File: src/sv/fdp_pkg.sv
// fdp_pkg: shared widths, register indexes, reset values and struct types
// for the frame deadline pacer; no dependencies
package fdp_pkg;

  localparam int NowW     = 48;
  localparam int CadW     = 20;
  localparam int StaleW   = 8;
  localparam int CntW     = 32;
  localparam int EngW     = 8;
  localparam int ProdW    = CadW + StaleW;
  localparam int ExtW     = NowW + 1;
  localparam int Ext2W    = NowW + 2;
  localparam int DivCntW  = $clog2(NowW);
  localparam int CfgIdxW  = 3;
  localparam int CfgDataW = 20;

  localparam logic [CadW-1:0]   CadenceRst = CadW'(16667);
  localparam logic [CadW-1:0]   MinCadRst  = CadW'(1000);
  localparam logic [CadW-1:0]   MaxCadRst  = CadW'(100000);
  localparam logic [StaleW-1:0] StaleRst   = StaleW'(4);

  localparam logic OpTick = 1'b0;
  localparam logic OpSync = 1'b1;

  typedef enum logic [CfgIdxW-1:0] {
    REG_CADENCE = 3'd0,
    REG_MIN_CAD = 3'd1,
    REG_MAX_CAD = 3'd2,
    REG_STALE   = 3'd3,
    REG_PAUSED  = 3'd4
  } cfg_reg_e;

  // configuration as seen by the sequencer
  typedef struct packed {
    logic [CadW-1:0]   cad;
    logic [StaleW-1:0] stale;
    logic              paused;
  } cfg_view_t;

  typedef struct packed {
    logic              start;
    logic [NowW-1:0]   dividend;
    logic [CadW-1:0]   divisor;
  } div_req_t;

  typedef struct packed {
    logic            done;
    logic [CadW-1:0] rem;
  } div_rsp_t;

  function automatic logic [NowW-1:0] sat48(input logic [Ext2W-1:0] v);
    logic [NowW-1:0] r;
    r = (v[Ext2W-1:NowW] != 2'b00) ? {NowW{1'b1}} : v[NowW-1:0];
    return r;
  endfunction

endpackage

File: src/sv/fdp_in_if.sv
// fdp_in_if: input channel of the pacer, valid/ready plus the input word
// depends on fdp_pkg
interface fdp_in_if;
  import fdp_pkg::*;

  logic              valid;
  logic              ready;
  logic              operation;
  logic [EngW-1:0]   engine;
  logic [NowW-1:0]   cur_usec;

  modport source (output valid, operation, engine, cur_usec, input ready);
  modport sink   (input valid, operation, engine, cur_usec, output ready);
endinterface

File: src/sv/fdp_out_if.sv
// fdp_out_if: result channel of the pacer, valid/ready plus the result word
// depends on fdp_pkg
interface fdp_out_if;
  import fdp_pkg::*;

  logic              valid;
  logic              ready;
  logic              tick_taken;
  logic [CntW-1:0]   tick_total;
  logic              must_wait;
  logic [NowW-1:0]   wake_usec;

  modport source (output valid, tick_taken, tick_total, must_wait, wake_usec, input ready);
  modport sink   (input valid, tick_taken, tick_total, must_wait, wake_usec, output ready);
endinterface

File: src/sv/frame_deadline_pacer.sv
// channel | dir | handshake      | word
// in_i    | in  | valid & ready  | operation, engine, cur_usec
// out_o   | out | valid & ready  | tick_taken, tick_total, must_wait, wake_usec
// cfg     | in  | cfg_we_i       | cfg_idx_i, cfg_wdata_i
//
// a tick goes from idle straight to the output register; a sync passes mul,
// fresh, anchor, decide and out, plus div (the 48 one-bit steps of the serial
// remainder unit) when the deadline is advanced. one item is in work at a time.
// reset clears deadlines, last tick and tick counter at once; no clearing pass.
// a result that is not taken holds the output register and the next item waits.
module frame_deadline_pacer #(
  parameter int ENGINES = 4
) (
  input  logic                          clk_i,
  input  logic                          rst_ni,
  fdp_in_if.sink                        in_i,
  fdp_out_if.source                     out_o,
  input  logic                          cfg_we_i,
  input  logic [fdp_pkg::CfgIdxW-1:0]   cfg_idx_i,
  input  logic [fdp_pkg::CfgDataW-1:0]  cfg_wdata_i
);
  import fdp_pkg::*;

  localparam int IdxW = (ENGINES > 1) ? $clog2(ENGINES) : 1;

  localparam logic [2:0] S_IDLE   = 3'd0;
  localparam logic [2:0] S_MUL    = 3'd1;
  localparam logic [2:0] S_FRESH  = 3'd2;
  localparam logic [2:0] S_ANCHOR = 3'd3;
  localparam logic [2:0] S_DECIDE = 3'd4;
  localparam logic [2:0] S_DIV    = 3'd5;
  localparam logic [2:0] S_OUT    = 3'd6;

  cfg_view_t cfg;
  div_req_t  div_req;
  div_rsp_t  div_rsp;

  logic [2:0]      state_q, state_d;
  logic            ovalid_q, ovalid_d;
  logic [CntW-1:0] tick_cnt_q, tick_cnt_d;
  logic [NowW-1:0] vbl_time_q, vbl_time_d;
  logic [NowW-1:0] deadline_q [ENGINES];
  logic            dl_we;
  logic [NowW-1:0] dl_wdata;

  logic [NowW-1:0]  now_q, now_d;
  logic [IdxW-1:0]  idx_q, idx_d;
  logic [ProdW-1:0] prod_q, prod_d;
  logic             fresh_q, fresh_d;
  logic [NowW-1:0]  dl_q, dl_d;
  logic [ExtW-1:0]  d_q, d_d;
  logic             pend_wait_q, pend_wait_d;
  logic             otaken_q, otaken_d;
  logic [CntW-1:0]  ototal_q, ototal_d;
  logic             owait_q, owait_d;
  logic [NowW-1:0]  owake_q, owake_d;

  logic            in_ready, in_fire, out_free;
  logic [ExtW-1:0] now_x, dl_x, cad_x, cad2_x;
  logic [Ext2W-1:0] d_plus_cad;

  fdp_cfg u_fdp_cfg (
    .clk_i   (clk_i),
    .rst_ni  (rst_ni),
    .we_i    (cfg_we_i),
    .idx_i   (cfg_idx_i),
    .wdata_i (cfg_wdata_i),
    .cfg_o   (cfg)
  );

  fdp_remdiv u_fdp_remdiv (
    .clk_i  (clk_i),
    .rst_ni (rst_ni),
    .req_i  (div_req),
    .rsp_o  (div_rsp)
  );

  assign out_free = !ovalid_q || out_o.ready;
  assign in_ready = (state_q == S_IDLE) && out_free;
  assign in_fire  = in_i.valid && in_ready;

  assign now_x      = {1'b0, now_q};
  assign dl_x       = {1'b0, dl_q};
  assign cad_x      = ExtW'(cfg.cad);
  assign cad2_x     = ExtW'({cfg.cad, 1'b0});
  assign d_plus_cad = {1'b0, d_q} + Ext2W'(cfg.cad);

  always_comb begin
    state_d     = state_q;
    ovalid_d    = ovalid_q && !out_o.ready;
    tick_cnt_d  = tick_cnt_q;
    vbl_time_d  = vbl_time_q;
    dl_we       = 1'b0;
    dl_wdata    = '0;
    now_d       = now_q;
    idx_d       = idx_q;
    prod_d      = prod_q;
    fresh_d     = fresh_q;
    dl_d        = dl_q;
    d_d         = d_q;
    pend_wait_d = pend_wait_q;
    otaken_d    = otaken_q;
    ototal_d    = ototal_q;
    owait_d     = owait_q;
    owake_d     = owake_q;
    div_req.start    = 1'b0;
    div_req.dividend = now_q - d_q[NowW-1:0];
    div_req.divisor  = cfg.cad;

    unique case (state_q)
      S_IDLE: begin
        if (in_fire) begin
          if (in_i.operation == OpTick) begin
            otaken_d = !cfg.paused;
            ototal_d = cfg.paused ? tick_cnt_q : tick_cnt_q + CntW'(1);
            owait_d  = 1'b0;
            owake_d  = '0;
            ovalid_d = 1'b1;
            if (!cfg.paused) begin
              tick_cnt_d = tick_cnt_q + CntW'(1);
              vbl_time_d = in_i.cur_usec;
            end
          end else begin
            now_d   = in_i.cur_usec;
            // engines past the end fold onto engine 0
            idx_d   = (in_i.engine < EngW'(ENGINES)) ? in_i.engine[IdxW-1:0] : '0;
            state_d = S_MUL;
          end
        end
      end
      S_MUL: begin
        prod_d  = ProdW'(cfg.cad) * ProdW'(cfg.stale);
        dl_d    = deadline_q[idx_q];
        state_d = S_FRESH;
      end
      S_FRESH: begin
        fresh_d = (vbl_time_q != '0) && (now_x <= ({1'b0, vbl_time_q} + ExtW'(prod_q)));
        state_d = S_ANCHOR;
      end
      S_ANCHOR: begin
        if (fresh_q) begin
          if (dl_q == '0 || dl_x > ({1'b0, vbl_time_q} + cad2_x)) begin
            d_d = {1'b0, vbl_time_q} + cad_x;
          end else begin
            d_d = dl_x;
          end
        end else begin
          if (dl_q == '0 || dl_q <= now_q ||
              {1'b0, dl_x} > ({1'b0, now_x} + Ext2W'(cad2_x))) begin
            d_d = now_x + cad_x;
          end else begin
            d_d = dl_x;
          end
        end
        state_d = S_DECIDE;
      end
      S_DECIDE: begin
        if (fresh_q && d_q <= now_x) begin
          // boundary passed: next grid point is now + cad - (now - d) mod cad
          div_req.start = 1'b1;
          pend_wait_d   = 1'b0;
          state_d       = S_DIV;
        end else begin
          pend_wait_d = 1'b1;
          state_d     = S_OUT;
        end
      end
      S_DIV: begin
        if (div_rsp.done) begin
          d_d     = now_x + cad_x - ExtW'(div_rsp.rem);
          state_d = S_OUT;
        end
      end
      S_OUT: begin
        if (out_free) begin
          dl_we    = 1'b1;
          dl_wdata = pend_wait_q ? sat48(d_plus_cad) : sat48({1'b0, d_q});
          otaken_d = 1'b0;
          ototal_d = tick_cnt_q;
          owait_d  = pend_wait_q;
          owake_d  = pend_wait_q ? sat48({1'b0, d_q}) : '0;
          ovalid_d = 1'b1;
          state_d  = S_IDLE;
        end
      end
      default: state_d = S_IDLE;
    endcase
  end

  always_ff @(posedge clk_i or negedge rst_ni) begin
    if (!rst_ni) begin
      state_q    <= S_IDLE;
      ovalid_q   <= 1'b0;
      tick_cnt_q <= '0;
      vbl_time_q <= '0;
      for (int i = 0; i < ENGINES; i++) begin
        deadline_q[i] <= '0;
      end
    end else begin
      state_q    <= state_d;
      ovalid_q   <= ovalid_d;
      tick_cnt_q <= tick_cnt_d;
      vbl_time_q <= vbl_time_d;
      if (dl_we) begin
        deadline_q[idx_q] <= dl_wdata;
      end
    end
  end

  always_ff @(posedge clk_i) begin
    now_q       <= now_d;
    idx_q       <= idx_d;
    prod_q      <= prod_d;
    fresh_q     <= fresh_d;
    dl_q        <= dl_d;
    d_q         <= d_d;
    pend_wait_q <= pend_wait_d;
    otaken_q    <= otaken_d;
    ototal_q    <= ototal_d;
    owait_q     <= owait_d;
    owake_q     <= owake_d;
  end

  assign in_i.ready       = in_ready;
  assign out_o.valid      = ovalid_q;
  assign out_o.tick_taken = otaken_q;
  assign out_o.tick_total = ototal_q;
  assign out_o.must_wait  = owait_q;
  assign out_o.wake_usec  = owake_q;

endmodule

File: src/sv/fdp_cfg.sv
// fdp_cfg: configuration register bank and cadence clamp
// depends on fdp_pkg
module fdp_cfg (
  input  logic                          clk_i,
  input  logic                          rst_ni,
  input  logic                          we_i,
  input  logic [fdp_pkg::CfgIdxW-1:0]   idx_i,
  input  logic [fdp_pkg::CfgDataW-1:0]  wdata_i,
  output fdp_pkg::cfg_view_t            cfg_o
);
  import fdp_pkg::*;

  logic [CadW-1:0]   cadence_q, min_cad_q, max_cad_q;
  logic [StaleW-1:0] stale_q;
  logic              paused_q;
  logic [CadW-1:0]   cad_lo, cad_hi;

  always_ff @(posedge clk_i or negedge rst_ni) begin
    if (!rst_ni) begin
      cadence_q <= CadenceRst;
      min_cad_q <= MinCadRst;
      max_cad_q <= MaxCadRst;
      stale_q   <= StaleRst;
      paused_q  <= 1'b0;
    end else if (we_i) begin
      unique case (idx_i)
        REG_CADENCE: cadence_q <= wdata_i[CadW-1:0];
        REG_MIN_CAD: min_cad_q <= wdata_i[CadW-1:0];
        REG_MAX_CAD: max_cad_q <= wdata_i[CadW-1:0];
        REG_STALE:   stale_q   <= wdata_i[StaleW-1:0];
        REG_PAUSED:  paused_q  <= wdata_i[0];
        default: ;
      endcase
    end
  end

  // min first, then max, so max wins on crossed bounds; zero becomes one
  always_comb begin
    cad_lo = (cadence_q < min_cad_q) ? min_cad_q : cadence_q;
    cad_hi = (cad_lo > max_cad_q) ? max_cad_q : cad_lo;
    cfg_o.cad    = (cad_hi == '0) ? CadW'(1) : cad_hi;
    cfg_o.stale  = stale_q;
    cfg_o.paused = paused_q;
  end

endmodule

File: src/sv/fdp_remdiv.sv
// fdp_remdiv: bit-serial restoring remainder unit, one dividend bit per cycle
// depends on fdp_pkg
module fdp_remdiv (
  input  logic               clk_i,
  input  logic               rst_ni,
  input  fdp_pkg::div_req_t  req_i,
  output fdp_pkg::div_rsp_t  rsp_o
);
  import fdp_pkg::*;

  logic               busy_q, busy_d;
  logic               done_q, done_d;
  logic [DivCntW-1:0] cnt_q, cnt_d;
  logic [NowW-1:0]    dvd_q, dvd_d;
  logic [CadW-1:0]    rem_q, rem_d;
  logic [CadW-1:0]    dsr_q, dsr_d;
  logic [CadW:0]      trial;

  always_comb begin
    busy_d = busy_q;
    done_d = 1'b0;
    cnt_d  = cnt_q;
    dvd_d  = dvd_q;
    rem_d  = rem_q;
    dsr_d  = dsr_q;
    trial  = {rem_q, dvd_q[NowW-1]};
    if (req_i.start) begin
      busy_d = 1'b1;
      cnt_d  = '0;
      dvd_d  = req_i.dividend;
      rem_d  = '0;
      dsr_d  = req_i.divisor;
    end else if (busy_q) begin
      // shift in the next dividend bit, subtract when it fits
      rem_d = (trial >= {1'b0, dsr_q}) ? CadW'(trial - {1'b0, dsr_q}) : trial[CadW-1:0];
      dvd_d = {dvd_q[NowW-2:0], 1'b0};
      cnt_d = cnt_q + DivCntW'(1);
      if (cnt_q == DivCntW'(NowW - 1)) begin
        busy_d = 1'b0;
        done_d = 1'b1;
      end
    end
  end

  always_ff @(posedge clk_i or negedge rst_ni) begin
    if (!rst_ni) begin
      busy_q <= 1'b0;
      done_q <= 1'b0;
      cnt_q  <= '0;
    end else begin
      busy_q <= busy_d;
      done_q <= done_d;
      cnt_q  <= cnt_d;
    end
  end

  always_ff @(posedge clk_i) begin
    dvd_q <= dvd_d;
    rem_q <= rem_d;
    dsr_q <= dsr_d;
  end

  assign rsp_o.done = done_q;
  assign rsp_o.rem  = rem_q;

endmodule

File: src/flat_wrapper.sv
// flat-port wrapper written by rule: the top's interface ports become plain ports
module frame_deadline_pacer_flat import fdp_pkg::*;
#(
  parameter int ENGINES = 4
)
  (clk_i, rst_ni, cfg_we_i, cfg_idx_i, cfg_wdata_i, in_i_valid, in_i_operation, in_i_engine, in_i_cur_usec, in_i_ready, out_o_valid, out_o_tick_taken, out_o_tick_total, out_o_must_wait, out_o_wake_usec, out_o_ready);
  fdp_in_if in_i_i ();
  fdp_out_if out_o_i ();
  input  logic clk_i;
  input  logic rst_ni;
  input  logic cfg_we_i;
  input  logic [fdp_pkg::CfgIdxW-1:0] cfg_idx_i;
  input  logic [fdp_pkg::CfgDataW-1:0] cfg_wdata_i;
  input wire logic [$bits(in_i_i.valid)-1:0] in_i_valid;
  input wire logic [$bits(in_i_i.operation)-1:0] in_i_operation;
  input wire logic [$bits(in_i_i.engine)-1:0] in_i_engine;
  input wire logic [$bits(in_i_i.cur_usec)-1:0] in_i_cur_usec;
  output wire logic [$bits(in_i_i.ready)-1:0] in_i_ready;
  output wire logic [$bits(out_o_i.valid)-1:0] out_o_valid;
  output wire logic [$bits(out_o_i.tick_taken)-1:0] out_o_tick_taken;
  output wire logic [$bits(out_o_i.tick_total)-1:0] out_o_tick_total;
  output wire logic [$bits(out_o_i.must_wait)-1:0] out_o_must_wait;
  output wire logic [$bits(out_o_i.wake_usec)-1:0] out_o_wake_usec;
  input wire logic [$bits(out_o_i.ready)-1:0] out_o_ready;
  assign in_i_i.valid = in_i_valid;
  assign in_i_i.operation = in_i_operation;
  assign in_i_i.engine = in_i_engine;
  assign in_i_i.cur_usec = in_i_cur_usec;
  assign in_i_ready = in_i_i.ready;
  assign out_o_valid = out_o_i.valid;
  assign out_o_tick_taken = out_o_i.tick_taken;
  assign out_o_tick_total = out_o_i.tick_total;
  assign out_o_must_wait = out_o_i.must_wait;
  assign out_o_wake_usec = out_o_i.wake_usec;
  assign out_o_i.ready = out_o_ready;
  frame_deadline_pacer #(.ENGINES(ENGINES)) u_core (.clk_i(clk_i), .rst_ni(rst_ni), .in_i(in_i_i), .out_o(out_o_i), .cfg_we_i(cfg_we_i), .cfg_idx_i(cfg_idx_i), .cfg_wdata_i(cfg_wdata_i));
endmodule
File: config.mk
export PLATFORM = sky130hd
export DESIGN_NAME = frame_deadline_pacer_flat
export DESIGN_NICKNAME = d
export VERILOG_FILES = /design/src/sv/fdp_pkg.sv /design/src/sv/fdp_in_if.sv /design/src/sv/fdp_out_if.sv /design/src/sv/frame_deadline_pacer.sv /design/src/sv/fdp_cfg.sv /design/src/sv/fdp_remdiv.sv /design/src/flat_wrapper.sv
export SDC_FILE = /design/constraint.sdc
export NUM_CORES = 2
export LEC_CHECK = 0
export BUFFER_PORTS_ARGS = -buffer_cell sky130_fd_sc_hd__buf_2
export CAP_MARGIN = 20
export CORE_AREA = 2 2 445 447
export CTS_CLUSTER_DIAMETER = 100
export DETAILED_ROUTE_END_ITERATION = 8
export DIE_AREA = 0 0 447 449
export SLEW_MARGIN = 20
export SYNTH_ARGS = -nofsm -noshare
export SYNTH_HDL_FRONTEND = slang
export SYNTH_SLANG_ARGS = --single-unit
File: constraint.sdc
create_clock -name clk_i -period 26.8 [get_ports clk_i]
set_input_delay 5.36 -clock clk_i [delete_from_list [all_inputs] [get_ports clk_i]]
set_output_delay 5.36 -clock clk_i [all_outputs]
set_load 0.03 [all_outputs]
; Word-level counts from Yosys, hierarchy flattened
; Index checks and enable logic that the tools add are counted.
[word_totals]
in_bits = 85
regBits = 700
output_inout_bits = 84
[classes]
n_mul = 1
muxes = 63
reduce_logical = 33
n_addsub = 11
bitwise_logic = 3
eq_ne = 16
magnitude_cmp = 11
[op_table]
columns = cell, n
row1 = two-way mux 48 bit, 14
row2 = two-way mux 49 bit, 4
row3 = bitwise mux 192 bit, 1
row4 = two-way mux 32 bit, 4
row5 = adder 48 x 20 -> 49 bit, 2
row6 = adder 48 x 21 -> 49 bit, 2
row7 = case mux 49 bit (2 select lines), 1
row8 = binary-select mux 48 bit (select 2 bit), 1
row9 = demux 48 bit (select 2 bit), 1
row10 = case mux 48 bit (2 select lines), 1
row11 = two-way mux 20 bit, 4
row12 = case mux 32 bit (2 select lines), 1
row13 = adder 49 x 20 -> 50 bit, 1
row14 = > comparator 48 x 50 -> 1 bit, 1
row15 = adder 48 x 28 -> 49 bit, 1
row16 = > comparator 48 x 49 -> 1 bit, 1
row17 = <= comparator 48 x 49 -> 1 bit, 1
row18 = <= comparator 49 x 48 -> 1 bit, 1
row19 = subtractor 49 x 20 -> 49 bit, 1
row20 = <= comparator 48 bit, 1
row21 = zero test 48 bit, 1
row22 = nonzero test 48 bit, 1
row23 = subtractor 48 bit, 1
row24 = adder 32 x 1 -> 32 bit (second input constant), 1
row25 = 32 further kinds, 90

; Logic depth before layout (Yosys ltp)
[depth]
depth_word = 13
ltp_mapped = 54
mapped_depth_nobuf = 45

; Hierarchy
; From an unflattened synthesis, not the netlist that was laid out.
[hier_totals]
cells_unflattened = 5661
hier_area_um2 = 55131.6
[by_module_without_submodules]
columns = module, instances, seq_area_each_um2, area_per_inst_um2, cells_each
row1 = frame_deadline_pacer, 1, 14684.1, 46074.2, 4820
row2 = fdp_remdiv, 1, 2642.5, 4943.5, 416
row3 = fdp_cfg, 1, 1750.4, 4113.9, 425

; Worst setup path after synthesis
; No wires, ideal clock.
[synth_path]
path_kind = input to output
startpoint = input port out_o_ready
endpoint = output port in_i_ready
setup_slack_ns = 14.967
arrival_ns = 6.473
cell_stages = 2
required_time_ns = 21.440
path_cell_list = nor2b_1 -> nor4_1
[synth_via]
elab_chain_cells = 2
[synth_lines]
columns = element, line_no
row1 = from (decl), flat_wrapper.sv:24  ; input wire logic [$bits(out_o_i.ready)-1:0] out_o_ready;
row2 = logical OR 1 bit, frame_deadline_pacer.sv:78  ; assign out_free = !ovalid_q || out_o.ready;
row3 = logical AND 1 bit, frame_deadline_pacer.sv:79  ; assign in_ready = (state_q == S_IDLE) && out_free;
row4 = to (decl), flat_wrapper.sv:18  ; output wire logic [$bits(in_i_i.ready)-1:0] in_i_ready;
; No other way between the ends.

==> results.json <==
{
  "start_kind": "flip-flop",
  "clock-sinks": 700,
  "postCtsResizedCells": 0,
  "port_buffers": 168,
  "critPathArrivalTime_ps": 13820,
  "seqCellArea_mm2": 0.0191,
  "post-synth-top-count-cell": "sky130_fd_sc_hd__nand2_1",
  "fp.dieArea_mm2": 0.201,
  "hpwlAfterDp_um": 146000,
  "result_of_the_run": "finished clean",
  "area_growth_pct": 12.4,
  "gr-usage-all-layers_pct": 18.3,
  "detail_route.iter0.violations": 3958,
  "pin_count_of_the_biggest_net_entering_global_routing": 76,
  "ir_worst_vdd_uv": 236,
  "synth-main-ff-cell": "sky130_fd_sc_hd__dfrtp_1",
  "critical_path.startpoint": "u_core.u_fdp_cfg.min_cad_q[9]",
  "placed_area_mm2": 0.0583,
  "min_period_over_period_pct": 49.9,
  "share_of_synthesized_flip_flops_with_an_asynchronous_set_or_reset_pct": 50.4,
  "fin_setup_tns_ps": 0,
  "grt_first_pass_wirelength_um": 280000,
  "drv.max_cap_violation_count": 0,
  "cts.repair_timing.setup_buffer_count": 0,
  "internal-power_w": 0.00431,
  "final_hold_viol_count": 0,
  "rsz0062_at_grt": "false",
  "synth_enable_flop_cells": 327,
  "cts_hold_buffers_added": 0,
  "fmaxAchievable_mhz": 74.8,
  "worstMarginPinSlew_ps": 1080,
  "period_minus_slack_ps": 13380,
  "power.static_leakage_nw": 26.7,
  "n_fill_cell": 20458,
  "ys.warnings.count": 0,
  "post_synth_inst_count": 5750,
  "critPathCaptureType": "flip-flop",
  "netSwitchingPower_w": 0.00382,
  "netlist_area_mm2": 0.0545,
  "remaining_drc_errors": 0,
  "layout.cells.non_filler": 8542,
  "cts_root_buf": "sky130_fd_sc_hd__clkbuf_16",
  "worstReg2RegStart": "u_core.u_fdp_cfg.min_cad_q[9]",
  "endpoint": "u_core.d_q[10]",
  "power_w": 0.00813,
  "drive_above_1_share_pct": 10.7,
  "multiInputGateArea_mm2": 0.0333,
  "min-delay-path-class": "flip-flop to flip-flop",
  "switch_share_pct": 46.9,
  "die_x_um": 447,
  "r2r_setup_slack_ps": 13420,
  "route.detailed.vias_per_inst": 5.25,
  "clk_pin_slew_ps": 60,
  "synth_seq_cells": 700,
  "power.share.clock_pct": 14.9,
  "timing.hold.worst_path_depth": 2,
  "grt_overflow_total": 0,
  "critPathRequiredTime_ps": 27240,
  "worst_slew_margin_rel_pct": 27.2,
  "seq_power_share_pct": 17.4,
  "post_synth_most_frequent_cells": "619 x sky130_fd_sc_hd__nand2_1, 543 x sky130_fd_sc_hd__ha_1, 412 x sky130_fd_sc_hd__nor2_1",
  "cts.path.max_buffers": 3,
  "cts_tree": "yes",
  "worstSkewPairLatency_ps": 740,
  "worstPathMaxFanout": 43,
  "layout_nets": 6573,
  "finalInstanceArea_mm2": 0.0613,
  "yosysUniqueCellTypes": 87,
  "vias": 44846,
  "antenna_left": 0,
  "cts_inserted_buffers": 85,
  "cpMostUsedCell": "sky130_fd_sc_hd__a21oi_1",
  "synthTopCellsByArea": "sky130_fd_sc_hd__edfxtp_1 18%, sky130_fd_sc_hd__dfrtp_1 15%, sky130_fd_sc_hd__ha_1 12%, sky130_fd_sc_hd__fa_1 4.3%, sky130_fd_sc_hd__nand2_1 4.3%",
  "totalWireLength_um": 189000,
  "core.rowCount": 163,
  "worstReg2RegEnd": "u_core.d_q[10]",
  "final_setup_skew_ps": 62.6,
  "netlist.top_cell.by_area": "sky130_fd_sc_hd__edfxtp_1",
  "gp_congestion": 0.959,
  "first_pass_drt_iterations": 5,
  "synthesis.area_per_instance_um2": 9.48,
  "power.density_mw_per_mm2": 133,
  "synth_fp_nets": 6495,
  "die_height_um": 449,
  "post-place-cells": 8381,
  "power.combinational.fraction_pct": 67.7,
  "post_drt_wl_per_cell_um": 22.1,
  "initial_core_util_pct": 27.8,
  "ff2ff_path_depth": 44,
  "synth.top_cell.area_share_pct": 18.0,
  "core_region_area_mm2": 0.196,
  "slew_violations": 0,
  "htreeDepth": 3,
  "timing.critical_path.slowest_stage_cell": "sky130_fd_sc_hd__o41ai_4",
  "number_of_antenna_violations_at_the_first_check_in_global_routing": 7,
  "vias_in_the_first_global_route": 43693,
  "timing.final.setup_violations": 0,
  "synth-seq-area-share_pct": 35.0,
  "timing.setup.critical_path_class": "flip-flop to flip-flop",
  "max_stage_delay_ps": 900,
  "boundaryPins": 169
}
==> sequential cells by signal, summed over array words and instances, names as in the netlist, 32 cells and up <==
name,cells
u_core.u_fdp_remdiv.dvd_q,48
u_core.tick_cnt_q,32
u_core.out_o.wake_usec,48
u_core.dl_q,48
u_core.now_q,48
u_core.vbl_time_q,48
u_core.d_q,49
u_core.out_o.tick_total,32
u_core.deadline_q,192
==> cell families (layout without fill, tap and decap cells) <==
logic type	count (synthesis)	after routing	synth area share, %
and+or+nand+nor	1769	1769	15.3
buffers and inverters	605	756	4.19
DFF	700	700	35.0
adders and majority gates	660	660	16.8
xor gates and xnor gates	418	418	6.71
other	0	1	0
muxes	243	243	5.88
AOI/OAI and AO/OA	1355	1355	16.2
==> cells in the final DEF, fill, tap and decap left out, types with 50 or more instances in the layout <==
cell                        instances
sky130_fd_sc_hd__nand2_1          613
sky130_fd_sc_hd__ha_1             543
sky130_fd_sc_hd__nor2_1           405
sky130_fd_sc_hd__inv_1            366
sky130_fd_sc_hd__o21ai_0          354
sky130_fd_sc_hd__dfrtp_1          334
sky130_fd_sc_hd__edfxtp_1         327
sky130_fd_sc_hd__a21oi_1          309
sky130_fd_sc_hd__xnor2_1          257
sky130_fd_sc_hd__buf_2            167
sky130_fd_sc_hd__a21o_1           162
sky130_fd_sc_hd__xor2_1           161
sky130_fd_sc_hd__mux2_2           122
sky130_fd_sc_hd__fa_1             117
sky130_fd_sc_hd__nand3_1          111
sky130_fd_sc_hd__nand4_1          106
sky130_fd_sc_hd__nor3_1            94
sky130_fd_sc_hd__clkbuf_16         87
sky130_fd_sc_hd__a22o_1            79
sky130_fd_sc_hd__and3_1            76
sky130_fd_sc_hd__and2_1            70
sky130_fd_sc_hd__mux2i_1           69
sky130_fd_sc_hd__nor2b_1           67
sky130_fd_sc_hd__nand2b_1          65
sky130_fd_sc_hd__buf_4             59
sky130_fd_sc_hd__a211oi_1          54
sky130_fd_sc_hd__nor4_1            50
==> per-layer routing <==
metal	routed length [um]	share of wire, %	track usage (%)	vias up
met3	9550	5.1	2.41	410
li1	-	-	-	20899
met2	89500	47	30.6	1475
met4	9420	5.0	8.18	2
met1	80400	43	23.5	22060
met5	11	0.0058	0	-
==> how the worst min path moves through the flow <==
stage	start	to	slack [ps]
after global routing	u_core.u_fdp_remdiv.dvd_q[5]	u_core.u_fdp_remdiv.dvd_q[6]	490
after floorplan	u_core.deadline_q[22]	u_core.deadline_q[22]	430
after detailed placement	u_core.deadline_q[38]	u_core.deadline_q[38]	460
final	u_core.deadline_q[38]	u_core.deadline_q[38]	470
after CTS	u_core.u_fdp_remdiv.dvd_q[5]	u_core.u_fdp_remdiv.dvd_q[6]	470
after global placement	u_core.deadline_q[118]	u_core.deadline_q[118]	450
==> stage by stage <==
step                utilization (%)  setup WS (ps)  hold WS [ps]
floorplan                         -          14970           434
global placement               29.7          13330           452
detailed placement             29.7          13250           462
CTS                            31.2          13180           473
global route                   31.2          12260           492
finish                         31.2          13420           472
==> power groups by stage <==
stage	clock [W]	combinational (W)	sequential (W)
after floorplan	0	0.00402	0.00141
after global placement	0	0.00534	0.00144
after detailed placement	0	0.00542	0.00144
after CTS	0.00124	0.00547	0.00142
after global routing	0.00128	0.00614	0.00142
final	0.00121	0.00550	0.00142
==> layout make-up <==
type                    instances  area share [%]
repair buffers                227            2.11
clock buffers                 114            4.00
clock inverters                46           0.796
well taps                    2640            5.39
multi-input cells            4445            54.3
diodes                          1         0.00408
inverters                     369            2.26
flip-flops and latches        700            31.1
==> critical path, delay by kind of cell (launching register included) <==
family / cells / cell delay (ps)
DFF: 1 / 520
and+or+nand+nor: 11 / 3060
AOI/OAI and AO/OA: 22 / 6120
muxes: 2 / 870
buffers and inverters: 3 / 910
xor gates and xnor gates: 1 / 150
adders and majority gates: 5 / 1400
Power figures use the tool's default switching activity.
